==> src/rtl/core/slrd_pkg.sv <==
`timescale 1ns / 1ps
// ----------------------------------------------------------------------------
// slrd_pkg
// Shared widths, codes and controller/datapath handshake types for the
// stable level run detector.
// ----------------------------------------------------------------------------
package slrd_pkg;

   localparam int TAG_W   = 16;
   localparam int FRAME_W = 31;
   localparam int TIME_W  = 32;
   localparam int IV_W    = 16;
   localparam int LVL_W   = 13;
   localparam int CNT_W   = 16;
   localparam int TOTAL_W = 29;
   localparam int STAB_W  = 9;
   localparam int CSR_IDX_W  = 2;
   localparam int CSR_DATA_W = 12;

   // shared divider: magnitude of run total over count, and stability ratio
   localparam int DIV_NUM_W = 28;
   localparam int DIV_DEN_W = 16;

   localparam logic [CNT_W-1:0] COUNT_MAX = 16'hFFFF;
   localparam logic signed [LVL_W-1:0] PEAK_FLOOR = -13'sd3200;
   localparam logic signed [LVL_W-1:0] LEVEL_FLOOR = -13'sd1600;
   localparam logic [IV_W-1:0] IV_MIN = 16'd100;

   typedef enum logic [1:0] {
      OP_SILENCE = 2'd0,
      OP_OBSERVE = 2'd1,
      OP_FLUSH   = 2'd2,
      OP_UNUSED  = 2'd3
   } opcode_type;

   typedef enum logic [1:0] {
      CSR_MIN_LEVEL  = 2'd0,
      CSR_MAX_LEVEL  = 2'd1,
      CSR_MAX_SPREAD = 2'd2,
      CSR_MIN_COUNT  = 2'd3
   } csr_index_type;

   typedef enum logic [1:0] {
      RUN_HOLD   = 2'd0,
      RUN_CLEAR  = 2'd1,
      RUN_START  = 2'd2,
      RUN_EXTEND = 2'd3
   } run_op_type;

   typedef enum logic [3:0] {
      ST_IDLE,
      ST_CALC,
      ST_SCAN,
      ST_DECIDE,
      ST_MEAN_GO,
      ST_MEAN_WAIT,
      ST_STAB_GO,
      ST_STAB_WAIT,
      ST_OUT
   } ctrl_state_type;

   typedef struct packed {
      logic       capture;
      logic       calc;
      logic       load_sil;
      logic       scan_step;
      logic       snapshot;
      run_op_type run_op;
      logic       div_go;
      logic       div_stab;
      logic       store_mean;
      logic       store_stab;
      logic       load_out;
   } ctrl_cmd_type;

   typedef struct packed {
      opcode_type op;
      logic       item_bad;
      logic       scan_done;
      logic       in_window;
      logic       overlap;
      logic       run_active;
      logic       cont_ok;
      logic       spread_over;
      logic       emit_ok;
      logic       div_done;
      logic       out_free;
   } dp_status_type;

endpackage

==> src/rtl/core/slrd_div.sv <==
`timescale 1ns / 1ps
// ----------------------------------------------------------------------------
// slrd_div
// Restoring unsigned divider, one quotient bit per cycle.
// ----------------------------------------------------------------------------
module slrd_div (
   input  logic                           clock,
   input  logic                           reset,
   input  logic                           start,
   input  logic [slrd_pkg::DIV_NUM_W-1:0] numer,
   input  logic [slrd_pkg::DIV_DEN_W-1:0] denom,
   output logic                           done,
   output logic [slrd_pkg::DIV_NUM_W-1:0] quot
);
   import slrd_pkg::*;

   localparam int STEP_W = $clog2(DIV_NUM_W);
   localparam logic [STEP_W-1:0] LAST_STEP = STEP_W'(DIV_NUM_W - 1);

   logic                 busy_ff, busy_in;
   logic                 done_ff, done_in;
   logic [STEP_W-1:0]    step_ff, step_in;
   logic [DIV_NUM_W-1:0] num_ff, num_in;
   logic [DIV_DEN_W-1:0] rem_ff, rem_in;
   logic [DIV_DEN_W-1:0] den_ff, den_in;
   logic [DIV_DEN_W:0]   rem_sh;
   logic [DIV_DEN_W:0]   rem_sub;
   logic                 qbit;

   // one shift-subtract step
   always_comb begin
      rem_sh  = {rem_ff, num_ff[DIV_NUM_W-1]};
      rem_sub = rem_sh - {1'b0, den_ff};
      qbit    = (rem_sh >= {1'b0, den_ff});
      busy_in = busy_ff;
      done_in = 1'b0;
      step_in = step_ff;
      num_in  = num_ff;
      rem_in  = rem_ff;
      den_in  = den_ff;
      if (start) begin
         busy_in = 1'b1;
         step_in = '0;
         num_in  = numer;
         rem_in  = '0;
         den_in  = denom;
      end else if (busy_ff) begin
         num_in  = {num_ff[DIV_NUM_W-2:0], qbit};
         rem_in  = qbit ? rem_sub[DIV_DEN_W-1:0] : rem_sh[DIV_DEN_W-1:0];
         step_in = step_ff + 1'b1;
         if (step_ff == LAST_STEP) begin
            busy_in = 1'b0;
            done_in = 1'b1;
         end
      end
   end

   // control registers
   always_ff @(posedge clock) begin
      if (reset) begin
         busy_ff <= 1'b0;
         done_ff <= 1'b0;
      end else begin
         busy_ff <= busy_in;
         done_ff <= done_in;
      end
   end

   // operand registers
   always_ff @(posedge clock) begin
      step_ff <= step_in;
      num_ff  <= num_in;
      rem_ff  <= rem_in;
      den_ff  <= den_in;
   end

   assign done = done_ff;
   assign quot = num_ff;

endmodule

==> src/rtl/core/slrd_ctrl.sv <==
`timescale 1ns / 1ps
// ----------------------------------------------------------------------------
// slrd_ctrl
// Sequencer: takes items, walks the silence table, decides run updates and
// steps the divider for reported runs.
// ----------------------------------------------------------------------------
module slrd_ctrl (
   input  logic                    clock,
   input  logic                    reset,
   input  logic                    req_valid,
   output logic                    req_ready,
   input  slrd_pkg::dp_status_type status,
   output slrd_pkg::ctrl_cmd_type  cmd
);
   import slrd_pkg::*;

   ctrl_state_type state_ff, state_in;

   // state register
   always_ff @(posedge clock) begin
      if (reset) begin
         state_ff <= ST_IDLE;
      end else begin
         state_ff <= state_in;
      end
   end

   // next state and commands
   always_comb begin
      state_in  = state_ff;
      cmd       = '0;
      cmd.run_op = RUN_HOLD;
      req_ready = 1'b0;
      unique case (state_ff)
         ST_IDLE: begin
            req_ready   = 1'b1;
            cmd.capture = req_valid;
            if (req_valid) begin
               state_in = ST_CALC;
            end
         end
         ST_CALC: begin
            cmd.calc = 1'b1;
            case (status.op)
               OP_SILENCE: begin
                  cmd.load_sil = 1'b1;
                  state_in     = ST_IDLE;
               end
               OP_OBSERVE: begin
                  state_in = status.item_bad ? ST_IDLE : ST_SCAN;
               end
               OP_FLUSH: begin
                  cmd.snapshot = status.emit_ok;
                  cmd.run_op   = RUN_CLEAR;
                  state_in     = status.emit_ok ? ST_MEAN_GO : ST_IDLE;
               end
               default: begin
                  state_in = ST_IDLE;
               end
            endcase
         end
         ST_SCAN: begin
            cmd.scan_step = 1'b1;
            if (status.scan_done) begin
               cmd.scan_step = 1'b0;
               state_in      = ST_DECIDE;
            end
         end
         ST_DECIDE: begin
            state_in = ST_IDLE;
            if (!status.in_window || status.overlap) begin
               cmd.snapshot = status.emit_ok;
               cmd.run_op   = RUN_CLEAR;
               if (status.emit_ok) state_in = ST_MEAN_GO;
            end else if (!status.run_active) begin
               cmd.run_op = RUN_START;
            end else if (!status.cont_ok || status.spread_over) begin
               cmd.snapshot = status.emit_ok;
               cmd.run_op   = RUN_START;
               if (status.emit_ok) state_in = ST_MEAN_GO;
            end else begin
               cmd.run_op = RUN_EXTEND;
            end
         end
         ST_MEAN_GO: begin
            cmd.div_go = 1'b1;
            state_in   = ST_MEAN_WAIT;
         end
         ST_MEAN_WAIT: begin
            if (status.div_done) begin
               cmd.store_mean = 1'b1;
               state_in       = ST_STAB_GO;
            end
         end
         ST_STAB_GO: begin
            cmd.div_go   = 1'b1;
            cmd.div_stab = 1'b1;
            state_in     = ST_STAB_WAIT;
         end
         ST_STAB_WAIT: begin
            cmd.div_stab = 1'b1;
            if (status.div_done) begin
               cmd.store_stab = 1'b1;
               state_in       = ST_OUT;
            end
         end
         ST_OUT: begin
            if (status.out_free) begin
               cmd.load_out = 1'b1;
               state_in     = ST_IDLE;
            end
         end
         default: begin
            state_in = ST_IDLE;
         end
      endcase
   end

endmodule

==> src/rtl/core/slrd_datapath.sv <==
`timescale 1ns / 1ps
// ----------------------------------------------------------------------------
// slrd_datapath
// Settings, silence table, run state, report snapshot, divider and the
// result output register.
// ----------------------------------------------------------------------------
module slrd_datapath #(
   parameter int SILENCE_DEPTH = 16
) (
   input  logic                                  clock,
   input  logic                                  reset,
   input  slrd_pkg::ctrl_cmd_type                cmd,
   output slrd_pkg::dp_status_type               status,
   input  logic                                  csr_valid,
   input  logic [slrd_pkg::CSR_IDX_W-1:0]        csr_index,
   input  logic [slrd_pkg::CSR_DATA_W-1:0]       csr_wdata,
   input  logic [1:0]                            req_opcode,
   input  logic [slrd_pkg::TAG_W-1:0]            req_source_tag,
   input  logic [slrd_pkg::TAG_W-1:0]            req_lineage_tag,
   input  logic [slrd_pkg::FRAME_W-1:0]          req_start_frame,
   input  logic [slrd_pkg::FRAME_W-1:0]          req_end_frame,
   input  logic [slrd_pkg::TIME_W-1:0]           req_pts_ms,
   input  logic [slrd_pkg::IV_W-1:0]             req_interval_ms,
   input  logic signed [slrd_pkg::LVL_W-1:0]     req_level,
   input  logic signed [slrd_pkg::LVL_W-1:0]     req_true_peak,
   input  logic                                  req_peak_valid,
   output logic                                  rsp_valid,
   input  logic                                  rsp_ready,
   output logic [slrd_pkg::TAG_W-1:0]            rsp_run_lineage,
   output logic [slrd_pkg::FRAME_W-1:0]          rsp_run_start,
   output logic [slrd_pkg::FRAME_W-1:0]          rsp_run_end,
   output logic [slrd_pkg::CNT_W-1:0]            rsp_run_length,
   output logic signed [slrd_pkg::LVL_W-1:0]     rsp_level_mean,
   output logic signed [slrd_pkg::LVL_W-1:0]     rsp_level_min,
   output logic signed [slrd_pkg::LVL_W-1:0]     rsp_level_max,
   output logic [slrd_pkg::LVL_W-1:0]            rsp_level_spread,
   output logic [slrd_pkg::STAB_W-1:0]           rsp_stability,
   output logic signed [slrd_pkg::LVL_W-1:0]     rsp_peak_max,
   output logic                                  rsp_peak_seen
);
   import slrd_pkg::*;

   localparam int IDX_W = (SILENCE_DEPTH > 1) ? $clog2(SILENCE_DEPTH) : 1;
   localparam int USED_W = $clog2(SILENCE_DEPTH + 1);
   localparam logic [USED_W-1:0] USED_FULL = USED_W'(SILENCE_DEPTH);

   // settings
   logic signed [11:0] min_level_ff;
   logic signed [11:0] max_level_ff;
   logic [8:0]         max_spread_ff;
   logic [9:0]         min_count_ff;

   always_ff @(posedge clock) begin
      if (reset) begin
         min_level_ff  <= -12'sd1040;
         max_level_ff  <= -12'sd400;
         max_spread_ff <= 9'd80;
         min_count_ff  <= 10'd4;
      end else if (csr_valid) begin
         case (csr_index_type'(csr_index))
            CSR_MIN_LEVEL:  min_level_ff  <= csr_wdata;
            CSR_MAX_LEVEL:  max_level_ff  <= csr_wdata;
            CSR_MAX_SPREAD: max_spread_ff <= csr_wdata[8:0];
            CSR_MIN_COUNT:  min_count_ff  <= csr_wdata[9:0];
            default: ;
         endcase
      end
   end

   // clamped settings
   logic signed [LVL_W-1:0] win_lo, win_hi, lo_ext, hi_ext;
   logic [8:0]              ms_cl;
   logic [9:0]              need_cl;

   always_comb begin
      lo_ext  = LVL_W'(min_level_ff);
      hi_ext  = LVL_W'(max_level_ff);
      win_lo  = (lo_ext < LEVEL_FLOOR) ? LEVEL_FLOOR : ((lo_ext > 0) ? '0 : lo_ext);
      win_hi  = (hi_ext < LEVEL_FLOOR) ? LEVEL_FLOOR : ((hi_ext > 0) ? '0 : hi_ext);
      ms_cl   = (max_spread_ff < 9'd2) ? 9'd2 :
                ((max_spread_ff > 9'd480) ? 9'd480 : max_spread_ff);
      need_cl = (min_count_ff < 10'd2) ? 10'd2 :
                ((min_count_ff > 10'd1000) ? 10'd1000 : min_count_ff);
   end

   // captured item
   logic [1:0]              it_op_ff;
   logic [TAG_W-1:0]        it_src_ff, it_lin_ff;
   logic [FRAME_W-1:0]      it_sf_ff, it_ef_ff;
   logic [TIME_W-1:0]       it_pts_ff;
   logic [IV_W-1:0]         it_iv_ff;
   logic signed [LVL_W-1:0] it_lvl_ff, it_tp_ff;
   logic                    it_pv_ff;

   always_ff @(posedge clock) begin
      if (cmd.capture) begin
         it_op_ff  <= req_opcode;
         it_src_ff <= req_source_tag;
         it_lin_ff <= req_lineage_tag;
         it_sf_ff  <= req_start_frame;
         it_ef_ff  <= req_end_frame;
         it_pts_ff <= req_pts_ms;
         it_iv_ff  <= req_interval_ms;
         it_lvl_ff <= req_level;
         it_tp_ff  <= req_true_peak;
         it_pv_ff  <= req_peak_valid;
      end
   end

   // run state
   logic [CNT_W-1:0]          run_count_ff;
   logic [TAG_W-1:0]          run_tag_ff;
   logic [FRAME_W-1:0]        run_first_ff, run_last_ff;
   logic [TIME_W-1:0]         run_time_ff;
   logic [IV_W-1:0]           run_iv_ff;
   logic signed [LVL_W-1:0]   run_low_ff, run_high_ff, run_peak_ff;
   logic signed [TOTAL_W-1:0] run_total_ff;
   logic                      run_seen_ff;

   // time gap check, split over the products and the compare
   logic [IV_W-1:0]   iv_max;
   logic [TIME_W-1:0] gap;
   logic [38:0]       gap100_ff;
   logic [23:0]       lim_ff;
   logic              order_ok_ff;
   logic              in_win_ff;

   always_comb begin
      iv_max = (it_iv_ff > run_iv_ff) ? it_iv_ff : run_iv_ff;
      gap    = it_pts_ff - run_time_ff;
   end

   always_ff @(posedge clock) begin
      if (cmd.calc) begin
         gap100_ff   <= 39'(gap) * 39'd100;
         lim_ff      <= 24'(iv_max) * 24'd155 + 24'd100;
         order_ok_ff <= (it_lin_ff == run_tag_ff) && (it_pts_ff > run_time_ff);
         in_win_ff   <= (it_lvl_ff >= win_lo) && (it_lvl_ff <= win_hi);
      end
   end

   // silence table
   logic [TAG_W-1:0]   sil_src_mem [SILENCE_DEPTH];
   logic [FRAME_W-1:0] sil_beg_mem [SILENCE_DEPTH];
   logic [FRAME_W-1:0] sil_fin_mem [SILENCE_DEPTH];
   logic [USED_W-1:0]  used_ff;
   logic [USED_W-1:0]  scan_idx_ff;
   logic               pend_ff;
   logic               overlap_ff;
   logic [TAG_W-1:0]   rd_src_ff;
   logic [FRAME_W-1:0] rd_beg_ff, rd_fin_ff;
   logic               hit;

   always_ff @(posedge clock) begin
      if (cmd.load_sil && (it_ef_ff >= it_sf_ff) && (used_ff != USED_FULL)) begin
         sil_src_mem[used_ff[IDX_W-1:0]] <= it_src_ff;
         sil_beg_mem[used_ff[IDX_W-1:0]] <= it_sf_ff;
         sil_fin_mem[used_ff[IDX_W-1:0]] <= it_ef_ff;
      end
      rd_src_ff <= sil_src_mem[scan_idx_ff[IDX_W-1:0]];
      rd_beg_ff <= sil_beg_mem[scan_idx_ff[IDX_W-1:0]];
      rd_fin_ff <= sil_fin_mem[scan_idx_ff[IDX_W-1:0]];
   end

   // overlap test against the entry read last cycle
   always_comb begin
      hit = (rd_src_ff == it_src_ff) &&
            (((it_sf_ff < rd_fin_ff) && (it_ef_ff > rd_beg_ff)) ||
             ((rd_beg_ff == rd_fin_ff) && (it_sf_ff <= rd_beg_ff) &&
              (it_ef_ff > rd_beg_ff)));
   end

   // table fill count and scan walk
   always_ff @(posedge clock) begin
      if (reset) begin
         used_ff     <= '0;
         scan_idx_ff <= '0;
         pend_ff     <= 1'b0;
         overlap_ff  <= 1'b0;
      end else begin
         if (cmd.load_sil && (it_ef_ff >= it_sf_ff) && (used_ff != USED_FULL)) begin
            used_ff <= used_ff + 1'b1;
         end
         if (cmd.calc) begin
            scan_idx_ff <= '0;
            pend_ff     <= 1'b0;
            overlap_ff  <= 1'b0;
         end else if (cmd.scan_step) begin
            pend_ff <= (scan_idx_ff != used_ff);
            if (scan_idx_ff != used_ff) scan_idx_ff <= scan_idx_ff + 1'b1;
            if (pend_ff && hit) overlap_ff <= 1'b1;
         end
      end
   end

   // run update
   logic signed [LVL_W-1:0] nlo, nhi, peak_start;
   logic signed [LVL_W:0]   span;

   always_comb begin
      nlo        = (it_lvl_ff < run_low_ff) ? it_lvl_ff : run_low_ff;
      nhi        = (it_lvl_ff > run_high_ff) ? it_lvl_ff : run_high_ff;
      span       = (LVL_W+1)'(nhi) - (LVL_W+1)'(nlo);
      peak_start = (it_pv_ff && (it_tp_ff > PEAK_FLOOR)) ? it_tp_ff : PEAK_FLOOR;
   end

   always_ff @(posedge clock) begin
      if (reset) begin
         run_count_ff <= '0;
      end else begin
         case (cmd.run_op)
            RUN_CLEAR: run_count_ff <= '0;
            RUN_START: run_count_ff <= CNT_W'(1);
            RUN_EXTEND: begin
               if (run_count_ff != COUNT_MAX) run_count_ff <= run_count_ff + 1'b1;
            end
            default: ;
         endcase
      end
   end

   always_ff @(posedge clock) begin
      case (cmd.run_op)
         RUN_START: begin
            run_tag_ff   <= it_lin_ff;
            run_first_ff <= it_sf_ff;
            run_last_ff  <= it_ef_ff;
            run_time_ff  <= it_pts_ff;
            run_iv_ff    <= it_iv_ff;
            run_low_ff   <= it_lvl_ff;
            run_high_ff  <= it_lvl_ff;
            run_total_ff <= TOTAL_W'(it_lvl_ff);
            run_peak_ff  <= peak_start;
            run_seen_ff  <= it_pv_ff;
         end
         RUN_EXTEND: begin
            if (run_count_ff != COUNT_MAX) run_total_ff <= run_total_ff + TOTAL_W'(it_lvl_ff);
            run_low_ff  <= nlo;
            run_high_ff <= nhi;
            run_last_ff <= it_ef_ff;
            run_time_ff <= it_pts_ff;
            run_iv_ff   <= it_iv_ff;
            if (it_pv_ff) begin
               if (it_tp_ff > run_peak_ff) run_peak_ff <= it_tp_ff;
               run_seen_ff <= 1'b1;
            end
         end
         default: ;
      endcase
   end

   // report snapshot
   logic [TAG_W-1:0]        rep_tag_ff;
   logic [FRAME_W-1:0]      rep_first_ff, rep_last_ff;
   logic [CNT_W-1:0]        rep_count_ff;
   logic                    rep_neg_ff;
   logic [DIV_NUM_W-1:0]    rep_mag_ff;
   logic signed [LVL_W-1:0] rep_low_ff, rep_high_ff, rep_peak_ff, rep_mean_ff;
   logic                    rep_seen_ff;
   logic [8:0]              rep_ms_ff;
   logic [STAB_W-1:0]       rep_stab_ff;
   logic [LVL_W-1:0]        rep_spread;
   logic [TOTAL_W-1:0]      total_abs;

   always_comb begin
      total_abs  = run_total_ff[TOTAL_W-1] ? TOTAL_W'(-run_total_ff) : TOTAL_W'(run_total_ff);
      rep_spread = LVL_W'(rep_high_ff - rep_low_ff);
   end

   // divider operands
   logic                 div_done;
   logic [DIV_NUM_W-1:0] div_quot, div_num;
   logic [DIV_DEN_W-1:0] div_den;
   logic [8:0]           stab_diff;

   always_comb begin
      stab_diff = rep_ms_ff - rep_spread[8:0];
      if (cmd.div_stab) begin
         div_num = (rep_spread < LVL_W'(rep_ms_ff)) ? DIV_NUM_W'({stab_diff, 8'd0}) : '0;
         div_den = DIV_DEN_W'(rep_ms_ff);
      end else begin
         div_num = rep_mag_ff;
         div_den = rep_count_ff;
      end
   end

   slrd_div u_div (
      .clock (clock),
      .reset (reset),
      .start (cmd.div_go),
      .numer (div_num),
      .denom (div_den),
      .done  (div_done),
      .quot  (div_quot)
   );

   always_ff @(posedge clock) begin
      if (cmd.snapshot) begin
         rep_tag_ff   <= run_tag_ff;
         rep_first_ff <= run_first_ff;
         rep_last_ff  <= run_last_ff;
         rep_count_ff <= run_count_ff;
         rep_neg_ff   <= run_total_ff[TOTAL_W-1];
         rep_mag_ff   <= DIV_NUM_W'(total_abs);
         rep_low_ff   <= run_low_ff;
         rep_high_ff  <= run_high_ff;
         rep_peak_ff  <= run_peak_ff;
         rep_seen_ff  <= run_seen_ff;
         rep_ms_ff    <= ms_cl;
      end
      if (cmd.store_mean) begin
         rep_mean_ff <= rep_neg_ff ? LVL_W'(-div_quot) : LVL_W'(div_quot);
      end
      if (cmd.store_stab) begin
         rep_stab_ff <= div_quot[STAB_W-1:0];
      end
   end

   // result output register
   logic rsp_valid_ff;

   always_ff @(posedge clock) begin
      if (reset) begin
         rsp_valid_ff <= 1'b0;
      end else if (cmd.load_out) begin
         rsp_valid_ff <= 1'b1;
      end else if (rsp_ready) begin
         rsp_valid_ff <= 1'b0;
      end
   end

   always_ff @(posedge clock) begin
      if (cmd.load_out) begin
         rsp_run_lineage  <= rep_tag_ff;
         rsp_run_start    <= rep_first_ff;
         rsp_run_end      <= rep_last_ff;
         rsp_run_length   <= rep_count_ff;
         rsp_level_mean   <= rep_mean_ff;
         rsp_level_min    <= rep_low_ff;
         rsp_level_max    <= rep_high_ff;
         rsp_level_spread <= rep_spread;
         rsp_stability    <= rep_stab_ff;
         rsp_peak_max     <= rep_peak_ff;
         rsp_peak_seen    <= rep_seen_ff;
      end
   end

   assign rsp_valid = rsp_valid_ff;

   // status back to the sequencer
   always_comb begin
      status             = '0;
      status.op          = opcode_type'(it_op_ff);
      status.item_bad    = (it_ef_ff <= it_sf_ff) || (it_iv_ff < IV_MIN);
      status.scan_done   = (scan_idx_ff == used_ff) && !pend_ff;
      status.in_window   = in_win_ff;
      status.overlap     = overlap_ff;
      status.run_active  = (run_count_ff != '0);
      status.cont_ok     = order_ok_ff && (gap100_ff <= 39'(lim_ff));
      status.spread_over = (span > (LVL_W+1)'(ms_cl));
      status.emit_ok     = (run_count_ff != '0) && (run_count_ff >= CNT_W'(need_cl));
      status.div_done    = div_done;
      status.out_free    = !rsp_valid_ff || rsp_ready;
   end

   // checks
   a_used_bound: assert property (@(posedge clock) disable iff (reset)
      used_ff <= USED_FULL)
      else $error("silence fill count past table depth");

   a_run_order: assert property (@(posedge clock) disable iff (reset)
      (run_count_ff != '0) |-> (run_low_ff <= run_high_ff))
      else $error("active run has low above high");

   a_out_free: assert property (@(posedge clock) disable iff (reset)
      cmd.load_out |-> (!rsp_valid_ff || rsp_ready))
      else $error("result loaded over a pending transfer");

   a_out_shown: assert property (@(posedge clock) disable iff (reset)
      cmd.load_out |=> rsp_valid_ff)
      else $error("loaded result not presented");

endmodule

==> src/rtl/core/stable_level_run_detector_top.sv <==
`timescale 1ns / 1ps
// ----------------------------------------------------------------------------
// stable_level_run_detector_top
// Silence table plus loudness run tracker reporting stable level runs.
//
// Channels: req_* carries one command per transfer (silence range load,
// loudness observation, or end-of-stream flush). rsp_* carries one run
// report per transfer. csr_* writes the level window, spread limit and
// minimum count; csr_ready is always high and writes belong to idle time.
// Flow: an observation walks the silence table, one table read per cycle.
// When a run is reported, the shared serial divider runs twice (mean, then
// stability) before the output register is loaded.
// Only one command is in work at a time; req_ready is high while idle.
// The result sits in an output register, so a new command is taken while
// a report waits; a second report waits for the first transfer.
// Reset: settings return to their defaults, the silence table is empty and
// no run is open; there is no clearing pass.
// ----------------------------------------------------------------------------
module stable_level_run_detector_top #(
   parameter int SILENCE_DEPTH = 16
) (
   input  logic                              clock,
   input  logic                              reset,
   input  logic                              csr_valid,
   output logic                              csr_ready,
   input  logic [slrd_pkg::CSR_IDX_W-1:0]    csr_index,
   input  logic [slrd_pkg::CSR_DATA_W-1:0]   csr_wdata,
   input  logic                              req_valid,
   output logic                              req_ready,
   input  logic [1:0]                        req_opcode,
   input  logic [slrd_pkg::TAG_W-1:0]        req_source_tag,
   input  logic [slrd_pkg::TAG_W-1:0]        req_lineage_tag,
   input  logic [slrd_pkg::FRAME_W-1:0]      req_start_frame,
   input  logic [slrd_pkg::FRAME_W-1:0]      req_end_frame,
   input  logic [slrd_pkg::TIME_W-1:0]       req_pts_ms,
   input  logic [slrd_pkg::IV_W-1:0]         req_interval_ms,
   input  logic signed [slrd_pkg::LVL_W-1:0] req_level,
   input  logic signed [slrd_pkg::LVL_W-1:0] req_true_peak,
   input  logic                              req_peak_valid,
   output logic                              rsp_valid,
   input  logic                              rsp_ready,
   output logic [slrd_pkg::TAG_W-1:0]        rsp_run_lineage,
   output logic [slrd_pkg::FRAME_W-1:0]      rsp_run_start,
   output logic [slrd_pkg::FRAME_W-1:0]      rsp_run_end,
   output logic [slrd_pkg::CNT_W-1:0]        rsp_run_length,
   output logic signed [slrd_pkg::LVL_W-1:0] rsp_level_mean,
   output logic signed [slrd_pkg::LVL_W-1:0] rsp_level_min,
   output logic signed [slrd_pkg::LVL_W-1:0] rsp_level_max,
   output logic [slrd_pkg::LVL_W-1:0]        rsp_level_spread,
   output logic [slrd_pkg::STAB_W-1:0]       rsp_stability,
   output logic signed [slrd_pkg::LVL_W-1:0] rsp_peak_max,
   output logic                              rsp_peak_seen
);
   import slrd_pkg::*;

   ctrl_cmd_type  cmd;
   dp_status_type status;

   assign csr_ready = 1'b1;

   // sequencer
   slrd_ctrl u_ctrl (
      .clock     (clock),
      .reset     (reset),
      .req_valid (req_valid),
      .req_ready (req_ready),
      .status    (status),
      .cmd       (cmd)
   );

   // datapath
   slrd_datapath #(
      .SILENCE_DEPTH (SILENCE_DEPTH)
   ) u_dp (
      .clock            (clock),
      .reset            (reset),
      .cmd              (cmd),
      .status           (status),
      .csr_valid        (csr_valid),
      .csr_index        (csr_index),
      .csr_wdata        (csr_wdata),
      .req_opcode       (req_opcode),
      .req_source_tag   (req_source_tag),
      .req_lineage_tag  (req_lineage_tag),
      .req_start_frame  (req_start_frame),
      .req_end_frame    (req_end_frame),
      .req_pts_ms       (req_pts_ms),
      .req_interval_ms  (req_interval_ms),
      .req_level        (req_level),
      .req_true_peak    (req_true_peak),
      .req_peak_valid   (req_peak_valid),
      .rsp_valid        (rsp_valid),
      .rsp_ready        (rsp_ready),
      .rsp_run_lineage  (rsp_run_lineage),
      .rsp_run_start    (rsp_run_start),
      .rsp_run_end      (rsp_run_end),
      .rsp_run_length   (rsp_run_length),
      .rsp_level_mean   (rsp_level_mean),
      .rsp_level_min    (rsp_level_min),
      .rsp_level_max    (rsp_level_max),
      .rsp_level_spread (rsp_level_spread),
      .rsp_stability    (rsp_stability),
      .rsp_peak_max     (rsp_peak_max),
      .rsp_peak_seen    (rsp_peak_seen)
   );

endmodule
==> config.mk <==
export PLATFORM = sky130hd
export DESIGN_NAME = stable_level_run_detector_top
export DESIGN_NICKNAME = d
export VERILOG_FILES = /design/src/rtl/core/slrd_pkg.sv /design/src/rtl/core/slrd_div.sv /design/src/rtl/core/slrd_ctrl.sv /design/src/rtl/core/slrd_datapath.sv /design/src/rtl/core/stable_level_run_detector_top.sv
export SDC_FILE = /design/constraint.sdc
export NUM_CORES = 2
export LEC_CHECK = 0
export BUFFER_PORTS_ARGS = -buffer_cell sky130_fd_sc_hd__buf_2
export CAP_MARGIN = 20
export CORE_UTILIZATION = 56
export DETAILED_ROUTE_END_ITERATION = 8
export PLACE_DENSITY = 0.77
export SYNTH_ARGS = -nofsm -noshare
export SYNTH_HDL_FRONTEND = slang
export SYNTH_SLANG_ARGS = --single-unit
==> constraint.sdc <==
create_clock -name clock -period 15.4 [get_ports clock]
set_clock_uncertainty 0.1 [all_clocks]
set_input_delay 3.08 -clock clock [delete_from_list [all_inputs] [get_ports clock]]
set_output_delay 3.08 -clock clock [all_outputs]
set_load 0.02 [all_outputs]
* After elaboration in Yosys (flattened, before gate mapping)
Memories as Yosys holds them, arrays and structs flattened. A register that Yosys moved wholly into a read port is not among the register bits.
Index checks and enable logic that the tools add are counted.
Widths: inputs -> output; s select.
** Storage, ports and cells
- Register bits :: 935
- Bits in writable memories :: 1248
- Input port bits :: 190
- Output and inout port bits :: 172
- Memories :: 3
** Memories
- u_dp.sil_beg_mem :: words 16, bits a word 31, rd ports 1, clocked after Yosys merged registers in 1, write ports 1, RTL line slrd_datapath.sv:144 : logic [FRAME_W-1:0] sil_beg_mem [SILENCE_DEPTH];
- u_dp.sil_fin_mem :: words 16, bits a word 31, rd ports 1, clocked after Yosys merged registers in 1, write ports 1, RTL line slrd_datapath.sv:145 : logic [FRAME_W-1:0] sil_fin_mem [SILENCE_DEPTH];
- u_dp.sil_src_mem :: words 16, bits a word 16, rd ports 1, clocked after Yosys merged registers in 1, write ports 1, RTL line slrd_datapath.sv:143 : logic [TAG_W-1:0] sil_src_mem [SILENCE_DEPTH];
** Cells by class
- Add/subtract/negate cells :: 13
- $mul :: 2
- Magnitude comparators :: 27
- Equality and inequality tests :: 32
- Muxes and demuxes :: 71
- Bitwise gates (word level) :: 1
- Reduce and logical (&&, ||, !) cells :: 46
** Operator list (number)
- $mux 13 :: 10
- $mux 28 :: 4
- $pmux 13 s2 :: 3
- $le 31x31->1 :: 2
- $pmux 29 s2 :: 1
- $mux 16 :: 3
- $pmux 16 s3 :: 1
- $le 39x24->1 :: 1
- $mul 32x5->37 const B :: 1
- $pmux 4 s9 :: 1
- $eq 16x16->1 :: 2
- $gt 32x32->1 :: 1
- $mux 4 :: 8
- $sub 32x32->32 :: 1
- $eq 31x31->1 :: 1
- $ge 31x31->1 :: 1
- $gt 31x31->1 :: 1
- $lt 31x31->1 :: 1
- $add 29x13->29 :: 1
- $mux 29 :: 1
- $neg 28->28 :: 1
- $mux 9 :: 3
- $gt 13x13->1 :: 2
- $add 24x7->24 const B :: 1
- 59 further kinds :: 140

* Depth between registers and ports, before layout
- Word-level depth :: 12
- Gate-level depth with buffers :: 38

* Hierarchy
From an unflattened synthesis, not the netlist that was laid out.
** Second synthesis, totals
- Cell total of the unflattened synthesis :: 5935
- Area total of the unflattened synthesis :: 98423.1 um^2
** Modules (own cells, without submodules)
- slrd_datapath :: times used 1, cells each 5569, area an instance 94481.9 um^2
- slrd_div :: times used 1, cells each 303, area an instance 3503.4 um^2
- slrd_ctrl :: times used 1, cells each 61, area an instance 426.7 um^2
- stable_level_run_detector_top :: times used 1, cells each 2, area an instance 11.3 um^2

* Worst setup path after synthesis
OpenSTA, ideal clock, no wires.
- Path type :: reg2reg
- Start point :: register u_ctrl.state_ff[0]
- End point :: register u_dp.rep_count_ff[0] (enable)
- Setup time :: 943 ps
- Arrival :: 15002 ps
- Required time :: 14357 ps
- Path slack :: -646 ps
- Cell stages (with the launch flop) :: 6
- Buffers on the path :: 2
- Clock period less this slack :: 16046 ps
- Cells stage by stage :: dfxtp_1 -> clkbuf_1 -> and3_1 -> clkbuf_1 -> nand2_1 -> o21ai_0
** RTL lines
- from (decl) :: RTL line slrd_ctrl.sv:17 : ctrl_state_type state_ff, state_in;
- from (signal assigned) :: RTL line slrd_ctrl.sv:24 : state_ff <= state_in;
- to (signal assigned) :: RTL line slrd_datapath.sv:302 : rep_count_ff <= run_count_ff;
- to (decl) :: RTL line slrd_datapath.sv:255 : logic [CNT_W-1:0] rep_count_ff;

* Worst setup path in the final report
- Start point :: register u_dp.it_lvl_ff[4]
- End point :: register u_dp.run_total_ff[17] (data pin)
** Between the ends
- Word-level cells in the longest chain between the ends :: 11
- Elaborated cells on any way between the ends :: 16
** Ends and longest elaborated chain
- from (decl) :: RTL line slrd_datapath.sv:92 : logic signed [LVL_W-1:0] it_lvl_ff, it_tp_ff;
- from (signal assigned) :: RTL line slrd_datapath.sv:104 : it_lvl_ff <= req_level;
- $gt 13x13->1 or $lt 13x13->1 (tied branches) :: RTL line slrd_datapath.sv:202, slrd_datapath.sv:201
- $mux 13 (on tied branches) :: RTL line slrd_datapath.sv:202, slrd_datapath.sv:201
- $sub 13x13->14 :: RTL line slrd_datapath.sv:203 : span = (LVL_W+1)'(nhi) - (LVL_W+1)'(nlo);
- $gt 14x9->1 :: RTL line slrd_datapath.sv:360 : status.spread_over = (span > (LVL_W+1)'(ms_cl));
- $logic_or 1x1->1 :: RTL line slrd_ctrl.sv:77 : end else if (!status.cont_ok || status.spread_over) begin
- $mux 1 :: RTL line slrd_ctrl.sv:77
- $mux 2 :: RTL line slrd_ctrl.sv:75 : end else if (!status.run_active) begin
- $mux 3 :: RTL line slrd_ctrl.sv:71 : if (!status.in_window || status.overlap) begin
- $pmux 3 s2 :: RTL line slrd_ctrl.sv:34 : unique case (state_ff)
- $eq 2x2->1 :: RTL line slrd_datapath.sv:223 : case (cmd.run_op)
- $pmux 29 s2 (*) :: RTL line slrd_datapath.sv:223
- to (signal assigned) :: RTL line slrd_datapath.sv:232 : run_total_ff <= TOTAL_W'(it_lvl_ff);
- to (signal assigned) :: RTL line slrd_datapath.sv:237 : if (run_count_ff != COUNT_MAX) run_total_ff <= run_total_ff + TOTAL_W'(it_lvl_ff);
- to (decl) :: RTL line slrd_datapath.sv:117 : logic signed [TOTAL_W-1:0] run_total_ff;
Mark *: on every way between the ends. The rest lies on a longest branch, timed or not. The select of a mux whose other input is x is not followed.
A chain may end at the register's enable or synchronous reset.

==> reports/qor.txt <==
FF-to-FF End - u_dp.run_total_ff[17]
Yosys cell types - 99
Worst endpoint required time - 15880 ps
Worst setup path category - reg2reg
Pre-CTS setup slack - 7128 ps
R2r setup slk - 7000 ps
Setup crit start kind - flip-flop
Longest Clk Path Bufs - 3
Pin count of the biggest net entering global routing - 157
Asr flop ratio synth - 0%
CTS buffer count - 218
Placeable Area - 174400 um2
Number of flops mapped to enable cells by yosys - 2084
Die area - 177800 um2
Hold_sp - u_dp.run_first_ff[4]
Layout area overhead - 12.86%
Syn Inst Count - 6060
Via Count - 55250
TritonCTS clock tree - done
Average size of a mapped cell - 16.28 um2
First DRT Iteration DRCs - 6021
Layout cell share with drive strength beyond 1 - 19.09%
Leakage - 40.23 nW
Worst-Margin Slew - 1161 ps
Main flop type after synthesis - edfxtp_1
Critical-path maximum fanout - 29
Synthesized area - 98650 um2
Cts-stage hold buffer count - 0
IO Pins - 362
PostCTS Resize Cnt - 0
1st-pass router iterations - 6
Initial core utilization - 56.57%
Peak VDD IR - 0.1121 mV
Reg clk slew, reported paths - 60 ps
Sequential area share after synthesis - 67.03%
Setup Viol. Count Final - 0
H-tree depth - 4
Chip width - 421.7 um
Worst hold stages - 0
WP buf/inv - 1
Vias in the first global route - 55340
Max_slew headroom - 22.62%
Max-slew violations - 0
Max Cap Violations - 0
Initial antenna violation count - 11
Synthesized flop and latch total - 2261
Status - completed
RSZ-0062 raised after global routing - no
# DRC - 0
Slowest cell on the critical path - or4_2
Placed insts - 8703
Final clock period utilization by the worst path - 54.55%
Critical path endpoint category - flip-flop
Most common library cells after synthesis - 2084 x edfxtp_1, 534 x inv_1, 532 x ha_1, 390 x mux4_2, 305 x nand2_1
GRT Util Overall - 26.19%
Design area - 111300 um2
Final Non-Filler Cells - 9127
Setup_tns - 0 ps
First-pass GRT wire length - 347400 um
Post-CTS setup buffer count - 0
Nets - 7398
Total Wirelength - 233900 um
Vias per cell - 6.054
Top cell type's share of synthesized area - 63.44%
Worst hold path class - reg2reg
Worst setup margin - 7000 ps
Hold Path Sink - u_dp.rep_first_ff[4]
Clk_lat worst skew - 890 ps
Routed Antenna Nets - 0
Std-Cell Rows - 153
Fmax achieved - 119.0 MHz
CP arrival - 8880 ps
Count leader, synth - edfxtp_1
PwrDens - 127.5 nW/um2
Total grt overflow - 0
PortBufs - 360
Synth area leader - edfxtp_1
Cell family with most CP delay - compound AO/OA/AOI/OAI gates
DIE HEIGHT - 421.7 um
CP peak stage delay - 1030 ps
Reg2reg start - u_dp.it_lvl_ff[4]
Top cells by area, synth - edfxtp_1 63%, mux4_2 8.9%, ha_1 6.7%, dfxtp_1 3.6%, inv_1 2.0%
GP Congestion - 0.9179
Crit path time final - 8400 ps
Drt wl/cell - 25.62 um
HPWL after DPL - 145400 um
TritonCTS Sinks - 2261
Placed cell areas - 103800 um2
Root Driver - clkbuf_16
YS warnings - 0
Hold Fails Final Rpt - 0
Cell depth of the worst flop-to-flop path - 25
Syn_nets - 6856
==> sequential cells by signal, summed over array words and instances, names as in the netlist, 24 cells and up, named ones only <==
| register | flops |
|---|---|
| u_dp.gap100_ff | 37 |
| u_dp.it_pts_ff | 32 |
| u_dp.rsp_run_start | 31 |
| u_dp.u_div.quot | 28 |
| u_dp.rep_mag_ff | 28 |
| u_dp.rep_last_ff | 31 |
| u_dp.it_ef_ff | 31 |
| u_dp.run_last_ff | 31 |
| u_dp.sil_fin_mem | 496 |
| u_dp.sil_beg_mem | 496 |
| u_dp.run_first_ff | 31 |
| u_dp.rd_beg_ff | 31 |
| u_dp.sil_src_mem | 256 |
| u_dp.rsp_run_end | 31 |
| u_dp.run_time_ff | 32 |
| u_dp.run_total_ff | 29 |
| u_dp.it_sf_ff | 31 |
| u_dp.rd_fin_ff | 31 |
| u_dp.rep_first_ff | 31 |
| u_dp.lim_ff | 24 |
==> layout by cell type, fill, tap and decap left out, types with 24 or more instances in the layout <==
cell / count
bufinv_16: 25
a21o_1: 95
mux4_2: 390
nor2_1: 174
o21a_1: 57
clkinv_2: 37
dfxtp_1: 173
inv_1: 533
a21oi_1: 202
nand2_1: 305
a211oi_1: 26
nand3_1: 67
buf_2: 360
nand3b_1: 24
nor4_1: 35
and2_1: 29
nand2b_1: 57
or3_1: 24
o21ai_0: 199
ha_1: 532
clkbuf_1: 51
edfxtp_1: 2084
clkbuf_16: 219
mux2i_1: 28
buf_4: 119
nor3_1: 48
xor2_1: 92
nand4_1: 76
xnor2_1: 155
clkinv_1: 42
nor2b_1: 60
fa_1: 74
==> layer usage <==
layer | track usage [%] | routed length (um) | vias to the layer above
met2 | 42.95 | 114700 | 2537
met5 | 0 | 21 | -
met4 | 8.176 | 6498 | 4
met3 | 3.867 | 18530 | 377
met1 | 36.40 | 94160 | 28010
li1 | - | - | 24320
==> logic make-up after synthesis <==
| kind of cell | count (synthesis) | share of synthesized area, % |
|---|---|---|
| AO/OA/AOI/OAI | 802 | 5.257 |
| XOR/XNOR | 247 | 2.193 |
| adder cells (fa/ha/maj) | 608 | 8.271 |
| buffers and inverters | 697 | 2.691 |
| flip-flops | 2261 | 67.03 |
| multiplexers | 438 | 9.427 |
| other | 1 | 0.003801 |
| AND/OR/NAND/NOR | 1006 | 5.129 |
==> power by group <==
group          switching [W]  internal [W]  leakage, nW
clock                0.00236       0.00313         3.60
combinational       0.000989      0.000719         16.3
sequential         0.0000935       0.00689         20.3
==> layout make-up <==
class	count	area, um2
flip-flops and latches	2261	66140
clock buffers	285	5878
clock inverters	132	1565
well taps	2325	2909
multi-input cells	3102	30040
repair buffers	484	2790
diodes	3	7.507
fillers	11830	63060
inverters	535	2013
==> how the worst max path moves through the flow <==
stage	startpoint	to	cells after the start
finish	u_dp.it_lvl_ff[4]	u_dp.run_total_ff[17]	25
global route	u_dp.it_iv_ff[9]	u_dp.lim_ff[22]	33
CTS	u_dp.it_lvl_ff[4]	u_dp.run_total_ff[17]	25
detailed placement	u_dp.it_lvl_ff[4]	u_dp.run_total_ff[15]	25
global placement	u_dp.it_lvl_ff[4]	u_dp.run_total_ff[12]	25
floorplan	u_ctrl.state_ff[0]	u_dp.sil_beg_mem[15][0]	5
==> metrics by stage <==
step / total power (W) / hold WS, ps / utilization, %
finish: 0.01419 / 293.2 / 63.84
global route: 0.01473 / 299.7 / 63.84
CTS: 0.01427 / 290.1 / 63.80
detailed placement: 0.008814 / 304.5 / 59.53
global placement: 0.008759 / 300.3 / 59.53
floorplan: 0.008355 / 300.3 / -
==> worst register-to-register path, stage by stage (launching register included) <==
cell	delay [ps]
edfxtp_1	710
ha_1	480
nand3_1	120
o21bai_1	180
a311o_1	460
a31oi_4	560
mux2i_4	390
xor2_1	180
ha_1	160
a21oi_1	60
o32a_1	370
o211ai_2	380
a21oi_1	140
xnor2_1	150
ha_1	310
nand4_1	120
nand2_1	90
a21oi_1	50
a2111oi_0	460
o221a_2	280
o221ai_1	110
a311o_1	450
or4_2	1030
buf_4	370
nand2_2	310
o21ai_0	140
Note: power is estimated with default switching activity, not from simulation.
